File: config.mk
export PLATFORM = sky130hd
export DESIGN_NAME = capacitor_link_deframer
export DESIGN_NICKNAME = d
export VERILOG_FILES = /design/src/hdl/cld_pkg.sv /design/src/hdl/capacitor_link_deframer.sv /design/src/hdl/cld_frame.sv /design/src/hdl/cld_decode.sv
export SDC_FILE = /design/constraint.sdc
export NUM_CORES = 1
export LEC_CHECK = 0
export ABC_AREA = 1
export ABC_CLOCK_PERIOD_IN_PS = 26900
export BUFFER_PORTS_ARGS = -buffer_cell sky130_fd_sc_hd__buf_2
export CAP_MARGIN = 25
export CORE_ASPECT_RATIO = 0.75
export CORE_MARGIN = 3
export CORE_UTILIZATION = 55
export CTS_CLUSTER_SIZE = 8
export DETAILED_ROUTE_END_ITERATION = 16
export PLACE_DENSITY = 0.8
export SETUP_SLACK_MARGIN = 0.05
export SYNTH_ARGS = -nofsm -noshare
export SYNTH_HDL_FRONTEND = slang
export SYNTH_HIERARCHICAL = 1
export SYNTH_SLANG_ARGS = --single-unit
File: constraint.sdc
create_clock -name aclk -period 26.9 [get_ports aclk]
set_input_delay 5.38 -clock aclk [delete_from_list [all_inputs] [get_ports aclk]]
set_output_delay 5.38 -clock aclk [all_outputs]
set_load 0.05 [all_outputs]
File: src/hdl/cld_pkg.sv
// cld_pkg: constants and conversion functions for the capacitor link deframer.
// No dependencies.
`default_nettype none
package cld_pkg;
    localparam logic [7:0]  FLAG_BYTE  = 8'hFF;
    localparam logic [3:0]  CLOSE_DIST = 4'd11;
    localparam logic [3:0]  DIST_SAT   = 4'd12;
    localparam logic [31:0] F32_120    = 32'h42F00000;
    localparam logic [31:0] F32_25     = 32'h41C80000;
    localparam logic [31:0] F32_ONE    = 32'h3F800000;

    // half-style word to float32 bits, no subnormal handling
    function automatic logic [31:0] word_to_f32(input logic [15:0] w);
        logic [7:0] e;
        e = 8'({3'b000, w[14:10]}) + 8'h70;
        if (w == 16'h0000) begin
            return 32'h0;
        end
        return {w[15], e, w[9:0], 13'h0};
    endfunction

    function automatic logic [31:0] clamp_pos(input logic [31:0] f, input logic [31:0] hi);
        if (f[31]) begin
            return 32'h0;
        end
        return (f >= hi) ? hi : f;
    endfunction

    function automatic logic [31:0] clamp_top(input logic [31:0] f, input logic [31:0] hi);
        return (!f[31] && f >= hi) ? hi : f;
    endfunction
endpackage
`default_nettype wire

File: src/hdl/capacitor_link_deframer.sv
// capacitor_link_deframer: top level, frame tracker, decoder and result register.
// Depends on cld_pkg, cld_frame, cld_decode.
//
//   channel | direction | words
//   s_      | in        | rx_byte, batch_start
//   m_      | out       | four float32 readings, one per good id-0 frame
//
// One byte per cycle while s_ready is high. The closing byte's frame is
// snapshotted when it is taken, decoded from that snapshot and loaded into the
// output register once the output slot is free.
// Reset clears frame tracking, the batch count and the pipeline valids.
// A held result stalls input only when the decode stage also holds one.
`default_nettype none
module capacitor_link_deframer #(
    parameter int BUFFER_DEPTH = 256
) (
    input  wire logic        aclk,
    input  wire logic        aresetn,
    input  wire logic        s_valid,
    output logic             s_ready,
    input  wire logic [7:0]  s_rx_byte,
    input  wire logic        s_batch_start,
    output logic             m_valid,
    input  wire logic        m_ready,
    output logic [31:0]      m_chassis_power_bits,
    output logic [31:0]      m_limit_power_bits,
    output logic [31:0]      m_buffer_power_bits,
    output logic [31:0]      m_capacitor_level_bits
);
    logic        take, done, pend_reg, pass;
    logic [79:0] frame, hold_reg;
    logic [31:0] ch, lm, bf, cp;
    logic        adv;

    // stage valid moves on when output slot frees
    assign adv     = !m_valid || m_ready;
    assign s_ready = !pend_reg || adv;
    assign take    = s_valid && s_ready;

    cld_frame #(.BUFFER_DEPTH(BUFFER_DEPTH)) u_frame (
        .aclk, .aresetn, .take, .rx_byte(s_rx_byte), .batch_start(s_batch_start),
        .done, .frame
    );

    // snapshot of frame bytes at close
    always_ff @(posedge aclk) begin
        if (!aresetn) begin
            pend_reg <= 1'b0;
        end else if (take) begin
            pend_reg <= done;
        end else if (adv) begin
            pend_reg <= 1'b0;
        end
        if (take && done) begin
            hold_reg <= frame;
        end
    end

    cld_decode u_dec (
        .frame(hold_reg), .pass, .chassis(ch), .limit(lm), .buffer(bf), .cap(cp)
    );

    // result register
    always_ff @(posedge aclk) begin
        if (!aresetn) begin
            m_valid <= 1'b0;
        end else if (adv) begin
            m_valid <= pend_reg && pass;
        end
        if (adv && pend_reg) begin
            m_chassis_power_bits   <= ch;
            m_limit_power_bits     <= lm;
            m_buffer_power_bits    <= bf;
            m_capacitor_level_bits <= cp;
        end
    end
endmodule
`default_nettype wire

File: src/hdl/cld_frame.sv
// cld_frame: frame tracking, byte store and batch counter.
// Depends on cld_pkg.
`default_nettype none
module cld_frame #(
    parameter int BUFFER_DEPTH = 256
) (
    input  wire logic        aclk,
    input  wire logic        aresetn,
    input  wire logic        take,
    input  wire logic [7:0]  rx_byte,
    input  wire logic        batch_start,
    output logic             done,
    output logic [79:0]      frame
);
    localparam int CW = $clog2(BUFFER_DEPTH + 1);

    logic          open_reg, open_next;
    logic [3:0]    dist_reg, dist_next;
    logic [CW-1:0] cnt_reg, cnt_next;
    logic [7:0]    bytes_reg [10];
    logic          open_c;
    logic [3:0]    dist_c, d;
    logic          wr;

    // next frame state for one byte
    always_comb begin
        open_c    = batch_start ? 1'b0 : open_reg;
        dist_c    = batch_start ? 4'd0 : dist_reg;
        cnt_next  = batch_start ? '0 : cnt_reg;
        d         = (dist_c >= cld_pkg::DIST_SAT) ? cld_pkg::DIST_SAT : dist_c + 4'd1;
        open_next = open_c;
        dist_next = dist_c;
        done      = 1'b0;
        wr        = 1'b0;
        if (open_c) begin
            if (rx_byte == cld_pkg::FLAG_BYTE) begin
                done      = (d == cld_pkg::CLOSE_DIST);
                open_next = 1'b0;
                dist_next = 4'd0;
            end else begin
                wr        = (d <= 4'd10);
                dist_next = d;
            end
        end else if (rx_byte == cld_pkg::FLAG_BYTE) begin
            open_next = 1'b1;
            dist_next = 4'd0;
        end
        if (cnt_next < CW'(BUFFER_DEPTH)) begin
            cnt_next = cnt_next + CW'(1);
        end
        if (cnt_next >= CW'(BUFFER_DEPTH)) begin
            open_next = 1'b0;
            dist_next = 4'd0;
        end
    end

    always_ff @(posedge aclk) begin
        if (!aresetn) begin
            open_reg <= 1'b0;
            dist_reg <= 4'd0;
            cnt_reg  <= '0;
        end else if (take) begin
            open_reg <= open_next;
            dist_reg <= dist_next;
            cnt_reg  <= cnt_next;
        end
    end

    // byte store, offsets 1..10
    always_ff @(posedge aclk) begin
        if (take && wr) begin
            bytes_reg[d - 4'd1] <= rx_byte;
        end
    end

    always_comb begin
        for (int i = 0; i < 10; i++) begin
            frame[i*8 +: 8] = bytes_reg[i];
        end
    end
endmodule
`default_nettype wire

File: src/hdl/cld_decode.sv
// cld_decode: id check, masking and float conversion of a closed frame.
// Depends on cld_pkg.
`default_nettype none
module cld_decode (
    input  wire logic [79:0] frame,
    output logic             pass,
    output logic [31:0]      chassis,
    output logic [31:0]      limit,
    output logic [31:0]      buffer,
    output logic [31:0]      cap
);
    logic [7:0] data [8];
    logic [7:0] id_b, mask;

    always_comb begin
        id_b = frame[7:0];
        mask = frame[79:72];
        pass = (id_b[7:4] == ~id_b[3:0]) && (id_b[7:4] == 4'h0);
        for (int i = 0; i < 8; i++) begin
            data[i] = mask[i] ? 8'hFF : frame[(i+1)*8 +: 8];
        end
        chassis = cld_pkg::clamp_pos(cld_pkg::word_to_f32({data[0], data[1]}),
                                     cld_pkg::F32_120);
        limit   = cld_pkg::word_to_f32({data[2], data[3]});
        buffer  = cld_pkg::clamp_pos(cld_pkg::word_to_f32({data[4], data[5]}),
                                     cld_pkg::F32_25);
        cap     = cld_pkg::clamp_top(cld_pkg::word_to_f32({data[6], data[7]}),
                                     cld_pkg::F32_ONE);
    end
endmodule
`default_nettype wire

=== Word level (Yosys, flattened, before mapping) ===
Memory sizes are Yosys's and may differ from the RTL's. A register that Yosys moved wholly into a read port is not among the register bits.
Cells that the tools add are included.

* Memories kept: 1
* Input bits: 13
* Bits in writable memories: 80
* Logic and storage cells: 95
* Output and inout bits: 130
* Bits in registers: 131

{| class="wikitable"
|+ Memory list
! memory !! depth !! bits a word !! rd ports !! clocked after Yosys merged registers in !! wr ports !! line !! source
|-
| u_frame.bytes_reg || 10 || 8 || 10 || 10 || 1 || cld_frame.sv:20 || <nowiki>logic [7:0] bytes_reg [10];</nowiki>
|}

* Reduce and logical (&&, ||, !) cells: 18
* Order comparisons: 7
* Add/subtract/negate cells: 7
* Bitwise operators: 1
* Equality and inequality tests: 3
* Mux-type cells: 49

{| class="wikitable"
|+ Operators with widths
! kind !! count
|-
| $mux 32 || 14
|-
| $ge 32x31->1 const B || 2
|-
| $logic_not 16->1 || 4
|-
| $mux 8 || 8
|-
| $add 5x7->8 const B || 4
|-
| $ge 32x30->1 const B || 1
|-
| $mux 4 || 6
|-
| $mux 1 || 19
|-
| $mux 9 || 2
|-
| $add 9x1->9 const B || 1
|-
| $ge 9x9->1 const B || 1
|-
| $lt 9x9->1 const B || 1
|-
| $eq 8x8->1 const B || 1
|-
| $logic_and 1x1->1 || 7
|-
| $add 4x1->4 const B || 1
|-
| $eq 4x4->1 || 1
|-
| $eq 4x4->1 const B || 1
|-
| $ge 4x4->1 const B || 1
|-
| $le 4x4->1 const B || 1
|-
| $logic_not 4->1 || 1
|-
| $not 4->4 || 1
|-
| $sub 4x1->4 const B || 1
|-
| $logic_not 1->1 || 3
|-
| $logic_or 1x1->1 || 2
|-
| $reduce_bool 2->1 || 1
|}

=== Depth between registers and ports, before layout ===
Gate-level depths: netlist of the first run.

* Word-level depth: 9
* Gate-level depth with buffers: 12

=== Cells and area by module ===
Netlist of the first run, hierarchy kept.

{| class="wikitable"
|+ By module, submodules not included
! module !! cells each !! sequential area each (µm²) !! times used !! area an instance (µm²)
|-
| capacitor_link_deframer || 224 || 6286.0 || 1 || 6357.3
|-
| cld_frame || 249 || 2682.6 || 1 || 3422.0
|-
| cld_decode || 279 || 0.0 || 1 || 1457.6
|}

=== Worst setup path after synthesis of the first run ===
Ideal clock, no wire load.

* Path kind: input port to flip-flop
* Start point: in m_ready
* End point: reg m_buffer_power_bits[0] (enable)
* Path slack: 11.485 ns
* Stages on the path: 2
* Data arrival time: 14.606 ns
* Setup time: 0.809 ns
* Cells stage by stage: inv_1 a21boi_0

* Cells in the longest elaborated chain, start to end: 2

{| class="wikitable"
|+ Ends and longest elaborated chain
! item !! line !! source
|-
| from (decl) || capacitor_link_deframer.sv:24 || <nowiki>input wire logic m_ready,</nowiki>
|-
| $logic_or 1x1->1 || capacitor_link_deframer.sv:36 || <nowiki>assign adv = !m_valid || m_ready;</nowiki>
|-
| $logic_and 1x1->1 || capacitor_link_deframer.sv:70 || <nowiki>if (adv && pend_reg) begin</nowiki>
|-
| to (signal assigned) || capacitor_link_deframer.sv:73 || <nowiki>m_buffer_power_bits <= bf;</nowiki>
|-
| to (decl) || capacitor_link_deframer.sv:27 || <nowiki>output logic [31:0] m_buffer_power_bits,</nowiki>
|}

No other way between the ends.
A chain may end at the register's enable or synchronous reset.

=== Worst setup path after layout of the first run ===
* Start point: in m_ready
* End point: out s_ready

* Cells in the longest elaborated chain, start to end: 2

{| class="wikitable"
|+ Ends and longest elaborated chain
! item !! line !! source
|-
| $logic_or 1x1->1 || capacitor_link_deframer.sv:36 ||
|-
| $logic_or 1x1->1 || capacitor_link_deframer.sv:37 || <nowiki>assign s_ready = !pend_reg || adv;</nowiki>
|-
| to (decl) || capacitor_link_deframer.sv:20 || <nowiki>output logic s_ready,</nowiki>
|}

No other way between the ends.

==> metrics, run 1 <==
top area cells in the synthesized netlist=sky130_fd_sc_hd__edfxtp_1 (77%), sky130_fd_sc_hd__buf_4 (4.1%), sky130_fd_sc_hd__nor2_1 (3.3%); MaxCap Viol Count=0; count of unresolved DRC violations after routing=0; Avg WL per Cell=about 16 um; distinct cell type count of the synthesized netlist=36; number of endpoints failing setup at the final stage=0; Leak Pwr=4.870 nW; worst min-delay path class=flip-flop to flip-flop; clock buffer depth=3; number of input and output port buffers inserted=approximately 140; CTS tree=built; post-detailed-routing wire length=18,640 um; Post-Syn Area per Cell=around 15 um2; number of buffers added to fix hold violations after cts=0; required time of the critical path=between 20 and 25 ns; share of the yosys chip area belonging to registers=between 70% and 80%; clock-pin slew reported for the worst setup and hold paths after clock tree synthesis=0.05 ns; layout filler cell count=1,338; # diodes=0; Setup Skew=approximately 0.016 ns; Resized cells post-CTS=0; ratio of cells with drive above 1 in the final layout=approximately 24%; post-route fraction of the period consumed by the critical path=42.12%; number of buffers created by CTS=between 40 and 50; arrival time reported for the critical path endpoint=around 6 ns; commonest non-fill, non-tap cell in the layout=sky130_fd_sc_hd__edfxtp_1; endpoints failing hold=0; full die area=around 0.022 mm2; largest area contributor in the netlist=sky130_fd_sc_hd__edfxtp_1; number of global-route vias before repair=around 5,800; height of the die=about 130 um; antenna-violating nets left=0; later-pin clock latency in the skew report=roughly 0.51 ns; number of vias in the routed layout=between 5,000 and 6,000; startpoint type of the worst setup path=input port; num ports=about 140; effective utilization at floorplan=57.01%; commonest cells after routing, fill and taps aside=sky130_fd_sc_hd__edfxtp_1 (288), sky130_fd_sc_hd__buf_2 (142), sky130_fd_sc_hd__nor2_1 (99); cell at the root of the clock tree=sky130_fd_sc_hd__clkbuf_16; Peak Freq=approximately 88 MHz; global router's overall resource usage=16.85%; largest fanout on the critical path=3; Yosys top cell area share=between 70% and 80%; sink count of the clock tree=304; power density over the cells=about 76 mW/mm2; mean number of vias per cell=approximately 5.0; outcome=finished, final reports clean; Max IR drop VDD=~50 uV; Sum Neg Setup Slack=0 ns; Pins Over Slew Limit=0; initial antenna violation count=0; DIE WIDTH=171.1 um; Setup CP Type=input port to output pin; router iterations before antenna repair=5; gate count of the mapped netlist=between 700 and 800; Synthesis Warnings=6; wire length of the first global-routing pass=29,410 um; kind of end point of the critical path=output pin; Setup Fix Bufs, Post-CTS=0; mapped cell area=0.01124 mm2; area overhead of the layout relative to synthesis=17.28%; core region area=0.01971 mm2; CTS H-tree lvls=2; worst slew slack as a fraction of its limit=a little over a third; Detailed Route Iter0 Violations=455; Tmin final=11.33 ns; number of standard-cell rows in the floorplan=44; number of nets in the layout=between 900 and 1,000; worst hold slack=slightly above 0.4 ns; global placer's final weighted congestion=between 0.8 and 0.9; overflow left after global routing=0; HPWL after DPL=11,790 um; largest net degree at the start of global routing=a little over 80; flip-flop and latch count after synthesis=approximately 300; Worst Max-Slew Pin Slew=a little under 1 ns; setup repair after global routing missed its margin=no
[synthesized netlist by cell type]
cell type                  count
sky130_fd_sc_hd__edfxtp_1    288
sky130_fd_sc_hd__nor2_1      100
sky130_fd_sc_hd__nand2_1      76
sky130_fd_sc_hd__inv_1        69
sky130_fd_sc_hd__buf_4        62
sky130_fd_sc_hd__nand3_1      26
sky130_fd_sc_hd__a21oi_1      18
sky130_fd_sc_hd__dfxtp_1      16
sky130_fd_sc_hd__nand4_1      11
sky130_fd_sc_hd__nor3_1       11
sky130_fd_sc_hd__o21a_1       10
sky130_fd_sc_hd__or2_2        10
sky130_fd_sc_hd__nand2_2       7
sky130_fd_sc_hd__o21ai_0       7
sky130_fd_sc_hd__nand3_2       6
sky130_fd_sc_hd__buf_2         4
sky130_fd_sc_hd__inv_2         3
sky130_fd_sc_hd__nor2_2        3
sky130_fd_sc_hd__a21boi_0      2
sky130_fd_sc_hd__a21oi_4       2
sky130_fd_sc_hd__buf_6         2
sky130_fd_sc_hd__clkbuf_1      2
sky130_fd_sc_hd__ha_1          2
sky130_fd_sc_hd__nand2_4       2
sky130_fd_sc_hd__nor4_1        2
sky130_fd_sc_hd__a211oi_1      1
sky130_fd_sc_hd__conb_1        1
sky130_fd_sc_hd__nor3b_1       1
sky130_fd_sc_hd__nor4b_1       1
sky130_fd_sc_hd__o21ai_1       1
sky130_fd_sc_hd__o21ai_2       1
sky130_fd_sc_hd__o21bai_1      1
sky130_fd_sc_hd__o22ai_1       1
sky130_fd_sc_hd__o31ai_1       1
sky130_fd_sc_hd__or2_0         1
sky130_fd_sc_hd__or2_1         1
[report_power, final]
group          internal, mW  switching (mW)
Combinational       0.00190         0.00762
Sequential            0.515        0.000500
Clock                 0.295           0.174
[final timing paths]
path	cells after the start	slack, ns	endpoint	start
setup / recovery	4	15.57	s_ready	m_ready
hold / removal	0	0.41	hold_reg[50]	u_frame/bytes_reg[6][2]
setup reg to reg	10	24.00	hold_reg[25]	u_frame/dist_reg[0]
hold reg to reg	0	0.41	hold_reg[50]	u_frame/bytes_reg[6][2]
[layout make-up]
type | instances | area [um2] | area share, %
clock buffers | 61 | 1165 | 8.839
clock inverters | 2 | 25.02 | 0.1899
inverters | 72 | 270.3 | 2.051
multi-input cells | 359 | 1700 | 12.90
flip-flops and latches | 304 | 8969 | 68.05
well taps | 253 | 316.6 | 2.402
repair buffers | 145 | 733.2 | 5.563
[worst max-delay path, cell delays in order]
cell	delay (ns)
sky130_fd_sc_hd__buf_2	0.10
sky130_fd_sc_hd__inv_1	0.13
sky130_fd_sc_hd__nand3_2	0.12
sky130_fd_sc_hd__buf_2	0.23
[logic make-up after synthesis]
kind of cell	after synthesis	synth area share [%]
AOI/OAI and AO/OA	45	2.583
and+or+nand+nor	258	10.36
other	1	0.03337
adders and majority gates	2	0.2227
buffers and inverters	142	6.993
DFF	304	79.81
[per-layer routing]
layer | share of wire, % | wire (um) | vias up | track usage [%]
li1 | - | - | 2864 | -
met1 | 44 | 8154 | 2814 | 23.39
met2 | 47 | 8746 | 242 | 26.94
met3 | 7.2 | 1340 | 33 | 3.816
met4 | 2.1 | 395 | 0 | 5.724
met5 | 0 | 0 | - | 0
[stage by stage]
step / std cells / util, % / cell area (um2) / power, mW / setup slack, ns
after floorplan: 805 / - / 11440 / 0.5345 / 11.49
after global placement: 1133 / 60.83 / 11990 / 0.5334 / 15.59
after detailed placement: 1133 / 60.83 / 11990 / 0.5337 / 15.57
after CTS: 1196 / 66.87 / 13180 / 1.005 / 15.56
after global routing: 1196 / 66.87 / 13180 / 1.027 / 15.53
final: 1196 / 66.87 / 13180 / 0.9952 / 15.57
Note: power is estimated with default switching activity, not from simulation.
==> run 2, diff against run 1 <==
- ABC_CLOCK_PERIOD_IN_PS: 26900 -> 9600
- CORE_UTILIZATION: 55 -> 52
- clock period: 26.9 -> 9.6 ns (I/O delays scaled with it)
==> metrics, run 2 (synthesis gave the netlist of run 1 again) <==
Setup CP Type=input port to output pin (unchanged); number of input and output port buffers inserted=142 (unchanged); Avg WL per Cell=15.52 um (was 15.58 um); Leak Pwr=4.850 nW (was 4.870 nW); endpoints failing hold=0 (unchanged); Resized cells post-CTS=0 (unchanged); arrival time reported for the critical path endpoint=2.48 ns (was 5.95 ns); setup slack after placement=4.962 ns (was 15.57 ns); dominant delay contributor by cell family on the critical path=buffers and inverters (unchanged); placed cells=1,162 (was 1,133); ratio of cells with drive above 1 in the final layout=23.94% (was 24.07%); router iterations before antenna repair=5 (unchanged); CP Buf/Inv Count=3 (unchanged); non-filler cells, final=1,222 (was 1,196); global router's overall resource usage=16.07% (was 16.85%); wire length of the first global-routing pass=29,520 um (was 29,410 um); largest fanout on the critical path=3 (unchanged); cell at the root of the clock tree=sky130_fd_sc_hd__clkbuf_16 (unchanged); Worst Setup Slack, final=5.195 ns (was 15.57 ns); clock-pin slew reported for the worst setup and hold paths after clock tree synthesis=0.05 ns (about the same); clock buffer depth=3 (unchanged); later-pin clock latency in the skew report=0.50 ns (was 0.51 ns); required time of the critical path=7.68 ns (was 21.52 ns); HPWL after DPL=11,850 um (was 11,790 um); commonest non-fill, non-tap cell in the layout=sky130_fd_sc_hd__edfxtp_1 (unchanged); Setup Fix Bufs, Post-CTS=0 (unchanged); outcome=finished, final reports clean (unchanged); Sum Neg Setup Slack=0 ns (unchanged); core region area=0.02072 mm2 (was 0.01971 mm2); # diodes=0 (unchanged); delay of the slowest cell on the worst path=0.23 ns (about the same); Peak Freq=roughly 230 MHz; total power after layout=2.755 mW (was 0.9952 mW); CP dominant cell by count=sky130_fd_sc_hd__buf_2 (unchanged); kind of end point of the critical path=output pin (unchanged); number of global-route vias before repair=5,673 (was 5,799); post-route fraction of the period consumed by the critical path=a little under half; number of standard-cell rows in the floorplan=45 (was 44); Setup Skew=0.01383 ns (was 0.01615 ns); area overhead of the layout relative to synthesis=17.20% (was 17.28%); number of nets in the layout=940 (unchanged); sink count of the clock tree=304 (unchanged); number of endpoints failing setup at the final stage=0 (unchanged); mean number of vias per cell=4.877 (was 4.977); Max IR drop VDD=130.7 uV (was 48.59 uV); post-detailed-routing wire length=18,960 um (was 18,640 um); final cell utilization of the core=63.56% (was 66.87%); commonest cells after routing, fill and taps aside=sky130_fd_sc_hd__edfxtp_1 (288), sky130_fd_sc_hd__buf_2 (142), sky130_fd_sc_hd__nor2_1 (99) (unchanged); Worst Max-Slew Pin Slew=0.9632 ns (was 0.9776 ns); setup repair after global routing missed its margin=no (unchanged); Detailed Route Iter0 Violations=566 (was 455); power density over the cells=209.2 mW/mm2 (was 75.51 mW/mm2); Slowest-stage cell, CP=sky130_fd_sc_hd__buf_2 (unchanged); count of unresolved DRC violations after routing=0 (unchanged); DIE WIDTH=175.7 um (was 171.1 um); CTS H-tree lvls=2 (unchanged); layout filler cell count=1,446 (was 1,338); effective utilization at floorplan=54.23% (was 57.01%); number of buffers created by CTS=43 (unchanged); Pins Over Slew Limit=0 (unchanged); Tmin final=4.405 ns; largest net degree at the start of global routing=81 (was 82); startpoint type of the worst setup path=input port (unchanged); CTS tree=built (unchanged); worst min-delay path class=flip-flop to flip-flop (unchanged); height of the die=133.3 um (was 129.8 um); full die area=0.02343 mm2 (was 0.02220 mm2); antenna-violating nets left=0 (unchanged); list of cells traversed by the critical path=buf_2, inv_1, nand3_2, buf_2 (unchanged); worst slew slack as a fraction of its limit=35.79% (was 34.82%); number of vias in the routed layout=5,960 (was 5,953); MaxCap Viol Count=0 (unchanged); initial antenna violation count=0 (unchanged); global placer's final weighted congestion=0.8793 (was 0.8502); overflow left after global routing=0 (unchanged); number of buffers added to fix hold violations after cts=0 (unchanged); num ports=143 (unchanged)
==> run 2: changes by cell type in the layout (fill, tap and decap cells not counted), sizes merged <==
cell / previous run / this run
clkbuf: 61 / 59
clkinv: 1 / 0
==> run 2: area by class of cell <==
type / instances / area, um2 / area share, %
clock inverter: 1 / 8.758 / 0.06650
multi-input combinational: 359 / 1700 / 12.91
clock buffer: 59 / 1136 / 8.626
timing repair buffer: 145 / 733.2 / 5.567
tap: 282 / 352.8 / 2.679
sequential: 304 / 8969 / 68.10
inverter: 72 / 270.3 / 2.052
==> run 2: worst register-to-register path: stages, from the launching register on <==
cell and delay [ns]:
sky130_fd_sc_hd__dfxtp_1 0.33, sky130_fd_sc_hd__nand2_1 0.12, sky130_fd_sc_hd__inv_1 0.08, sky130_fd_sc_hd__ha_1 0.29, sky130_fd_sc_hd__nand2_1 0.11, sky130_fd_sc_hd__nor2_2 0.22, sky130_fd_sc_hd__nand2_1 0.08, sky130_fd_sc_hd__nor3_1 0.13
sky130_fd_sc_hd__inv_1 0.12, sky130_fd_sc_hd__nor2_4 0.11, sky130_fd_sc_hd__buf_4 0.72
==> run 2: worst paths after layout <==
kind	startpoint	endpoint	slack, ns	cells past startpoint
worst min-delay path	u_frame/bytes_reg[5][4]	hold_reg[44]	0.41	0
worst min register to register	u_frame/bytes_reg[5][4]	hold_reg[44]	0.41	0
worst max register to register	u_frame/dist_reg[0]	hold_reg[18]	6.84	10
worst max-delay path	m_ready	s_ready	5.20	4
==> run 2: layer usage <==
| layer | global-route usage [%] | up-vias | part of all wire [%] |
|---|---|---|---|
| met5 | 0 | - | 0 |
| met4 | 4.791 | 0 | 2.1 |
| met3 | 4.103 | 39 | 8.4 |
| met2 | 25.75 | 270 | 46 |
| met1 | 22.04 | 2798 | 44 |
| li1 | - | 2853 | - |
==> run 2: through the flow <==
step                      hold slack [ns]  cell area, um2
after CTS                          0.4139           13170
after floorplan                    0.4003           11440
final                              0.4109           13170
after detailed placement           0.4045           12030
after global routing               0.4197           13170
after global placement             0.4021           12030
==> run 2: power breakdown <==
part | switching (mW) | internal (mW) | leakage (nW) | total [mW]
registers | 0.00131 | 1.44 | 2.68 | 1.45
logic | 0.0201 | 0.00533 | 1.61 | 0.0255
clock network | 0.479 | 0.806 | 0.553 | 1.28
==> run 3, diff against run 2 <==
- ABC_CLOCK_PERIOD_IN_PS: 9600 -> 4500
- CORE_UTILIZATION: 52 -> 55
- clock period: 9.6 -> 4.5 ns (I/O delays scaled with it)
==> metrics, run 3 (synthesis gave the netlist of run 1 again) <==
layout filler cell count=1,303 (was 1,446); number of buffers created by CTS=43 (unchanged); total power after layout=6.003 mW (was 2.755 mW); Area after DPL=0.01204 mm2 (was 0.01203 mm2); setup slack after placement=1.221 ns (was 4.962 ns); Sum Neg Setup Slack=0 ns (unchanged); Max IR drop VDD=279.7 uV (was 130.7 uV); number of standard-cell rows in the floorplan=44 (was 45); list of cells traversed by the critical path=buf_2, inv_2, nand2_1, inv_1, ha_1, nand2_1, nor2_2, a21oi_4, nand3_2, nor2_1 (was buf_2, inv_1, nand3_2, buf_2); Tmin final=between 2 and 3 ns; post-detailed-routing wire length=19,800 um (was 18,960 um); Resized cells post-CTS=0 (unchanged); router iterations before antenna repair=5 (unchanged); final cell utilization of the core=67.20% (was 63.56%); outcome=finished, final reports clean (unchanged); power density over the cells=453.2 mW/mm2 (was 209.2 mW/mm2); later-pin clock latency in the skew report=0.52 ns (was 0.50 ns); cell at the root of the clock tree=sky130_fd_sc_hd__clkbuf_16 (unchanged); setup repair after global routing missed its margin=no (unchanged); clock-pin slew reported for the worst setup and hold paths after clock tree synthesis=0.05 ns (about the same); largest net degree at the start of global routing=81 (unchanged); Detailed Route Iter0 Violations=632 (was 566); core region area=0.01971 mm2 (was 0.02072 mm2); hold path start=u_frame/bytes_reg[1][2] (was u_frame/bytes_reg[5][4]); worst min-delay path class=flip-flop to flip-flop (unchanged); Non-Filler Cell Area, Final=0.01324 mm2 (was 0.01317 mm2); R2R setup slack=2.06 ns (was 6.84 ns); antenna-violating nets left=0 (unchanged); initial antenna violation count=0 (unchanged); overflow left after global routing=0 (unchanged); worst slew slack as a fraction of its limit=37.60% (was 35.79%); effective utilization at floorplan=57.01% (was 54.23%); endpoints failing hold=0 (unchanged); number of endpoints failing setup at the final stage=0 (unchanged); required time of the critical path=4.64 ns (was 7.68 ns); global router's overall resource usage=17.81% (was 16.07%); Worst Max-Slew Pin Slew=0.9336 ns (was 0.9632 ns); HPWL after DPL=12,510 um (was 11,850 um); mean number of vias per cell=4.982 (was 4.877); arrival time reported for the critical path endpoint=2.95 ns (was 2.48 ns); startpoint type of the worst setup path=input port (unchanged); kind of end point of the critical path=flip-flop (was output pin); MaxCap Viol Count=0 (unchanged); sink count of the clock tree=304 (unchanged); commonest cells after routing, fill and taps aside=sky130_fd_sc_hd__edfxtp_1 (288), sky130_fd_sc_hd__buf_2 (142), sky130_fd_sc_hd__nor2_1 (99) (unchanged); count of unresolved DRC violations after routing=0 (unchanged); source of the worst register-to-register timing path=u_frame/dist_reg[0] (unchanged); post-route fraction of the period consumed by the critical path=around 62%; worst hold slack=0.4123 ns (was 0.4109 ns); worst r2r dst=u_frame/bytes_reg[6][7] (was hold_reg[18]); number of cells traversed by the worst register-to-register path=8 (was 10); Setup Fix Bufs, Post-CTS=0 (unchanged); global placer's final weighted congestion=0.8844 (was 0.8793); cell depth of the worst hold path=0 (unchanged); CP Buf/Inv Count=3 (unchanged); CP dominant cell by count=sky130_fd_sc_hd__nand2_1 (was sky130_fd_sc_hd__buf_2); Setup Skew=0.01244 ns (was 0.01383 ns); Slowest-stage cell, CP=sky130_fd_sc_hd__nor2_1 (was sky130_fd_sc_hd__buf_2); num ports=143 (unchanged); area overhead of the layout relative to synthesis=17.86% (was 17.20%); # diodes=0 (unchanged); ratio of cells with drive above 1 in the final layout=24.28% (was 23.94%); CTS tree=built (unchanged); Worst Setup Slack, final=1.697 ns (was 5.195 ns); Leak Pwr=4.897 nW (was 4.850 nW); number of input and output port buffers inserted=142 (unchanged); number of nets in the layout=942 (was 940); wire length of the first global-routing pass=30,540 um (was 29,520 um); number of global-route vias before repair=5,917 (was 5,673); number of vias in the routed layout=5,959 (was 5,960); commonest non-fill, non-tap cell in the layout=sky130_fd_sc_hd__edfxtp_1 (unchanged); Min-Delay Endpoint=hold_reg[10] (was hold_reg[44]); delay of the slowest cell on the worst path=0.60 ns (was 0.23 ns); clock buffer depth=3 (unchanged); CTS H-tree lvls=2 (unchanged); Setup CP Type=input port to flip-flop (was input port to output pin); dominant delay contributor by cell family on the critical path=simple AND/OR/NAND/NOR gates (was buffers and inverters); full die area=0.02220 mm2 (was 0.02343 mm2); placed cells=1,135 (was 1,162); DIE WIDTH=171.1 um (was 175.7 um); Pins Over Slew Limit=0 (unchanged); Avg WL per Cell=16.56 um (was 15.52 um); largest fanout on the critical path=13 (was 3); Peak Freq=~360 MHz; height of the die=129.8 um (was 133.3 um); non-filler cells, final=1,196 (was 1,222); number of buffers added to fix hold violations after cts=0 (unchanged)
[run 3: cell types whose count changed in the layout (fill, tap and decap cells not counted), sizes merged]
| cell | change |
|---|---|
| clkbuf | +1 |
| buf | +2 |
[run 3: area by class of cell]
class	count	area, um2	area share (%)
clock buffer	60	1182	8.928
clock inverter	1	20.02	0.1512
inverter	72	270.3	2.041
multi-input combinational	359	1700	12.84
sequential	304	8969	67.72
tap	253	316.6	2.390
timing repair buffer	147	785.8	5.933
[run 3: power breakdown]
group | total [mW] | internal (mW) | switching, mW
registers | 3.08 | 3.08 | 0.00309
logic | 0.0553 | 0.0114 | 0.0440
clock network | 2.86 | 1.80 | 1.07
[run 3: worst reg2reg max path: cells and delay by family (launching register included)]
family / cells / cell delay (ns)
compound gates: 1 / 0.21
fa+ha+maj: 1 / 0.24
flops: 1 / 0.39
simple gates: 5 / 1.12
buf+inv: 1 / 0.12
[run 3: metal layers]
| metal | GRT usage [%] | vias up | wire length [um] |
|---|---|---|---|
| met5 | 0 | - | 0 |
| met4 | 5.866 | 0 | 406 |
| met3 | 4.452 | 42 | 1618 |
| met2 | 29.55 | 259 | 9544 |
| met1 | 23.55 | 2795 | 8233 |
| li1 | - | 2863 | - |
[run 3: worst max path at each step]
stage | slack, ns | depth (start not counted) | end | startpoint
after floorplan | 0.06 | 10 | hold_reg[0] | s_batch_start
after global placement | 1.33 | 12 | hold_reg[19] | s_batch_start
after detailed placement | 1.22 | 10 | u_frame/bytes_reg[6][7] | s_batch_start
after global routing | 1.52 | 10 | u_frame/bytes_reg[6][4] | s_batch_start
final | 1.70 | 10 | u_frame/bytes_reg[6][7] | s_batch_start
after CTS | 1.74 | 10 | u_frame/bytes_reg[6][4] | s_batch_start
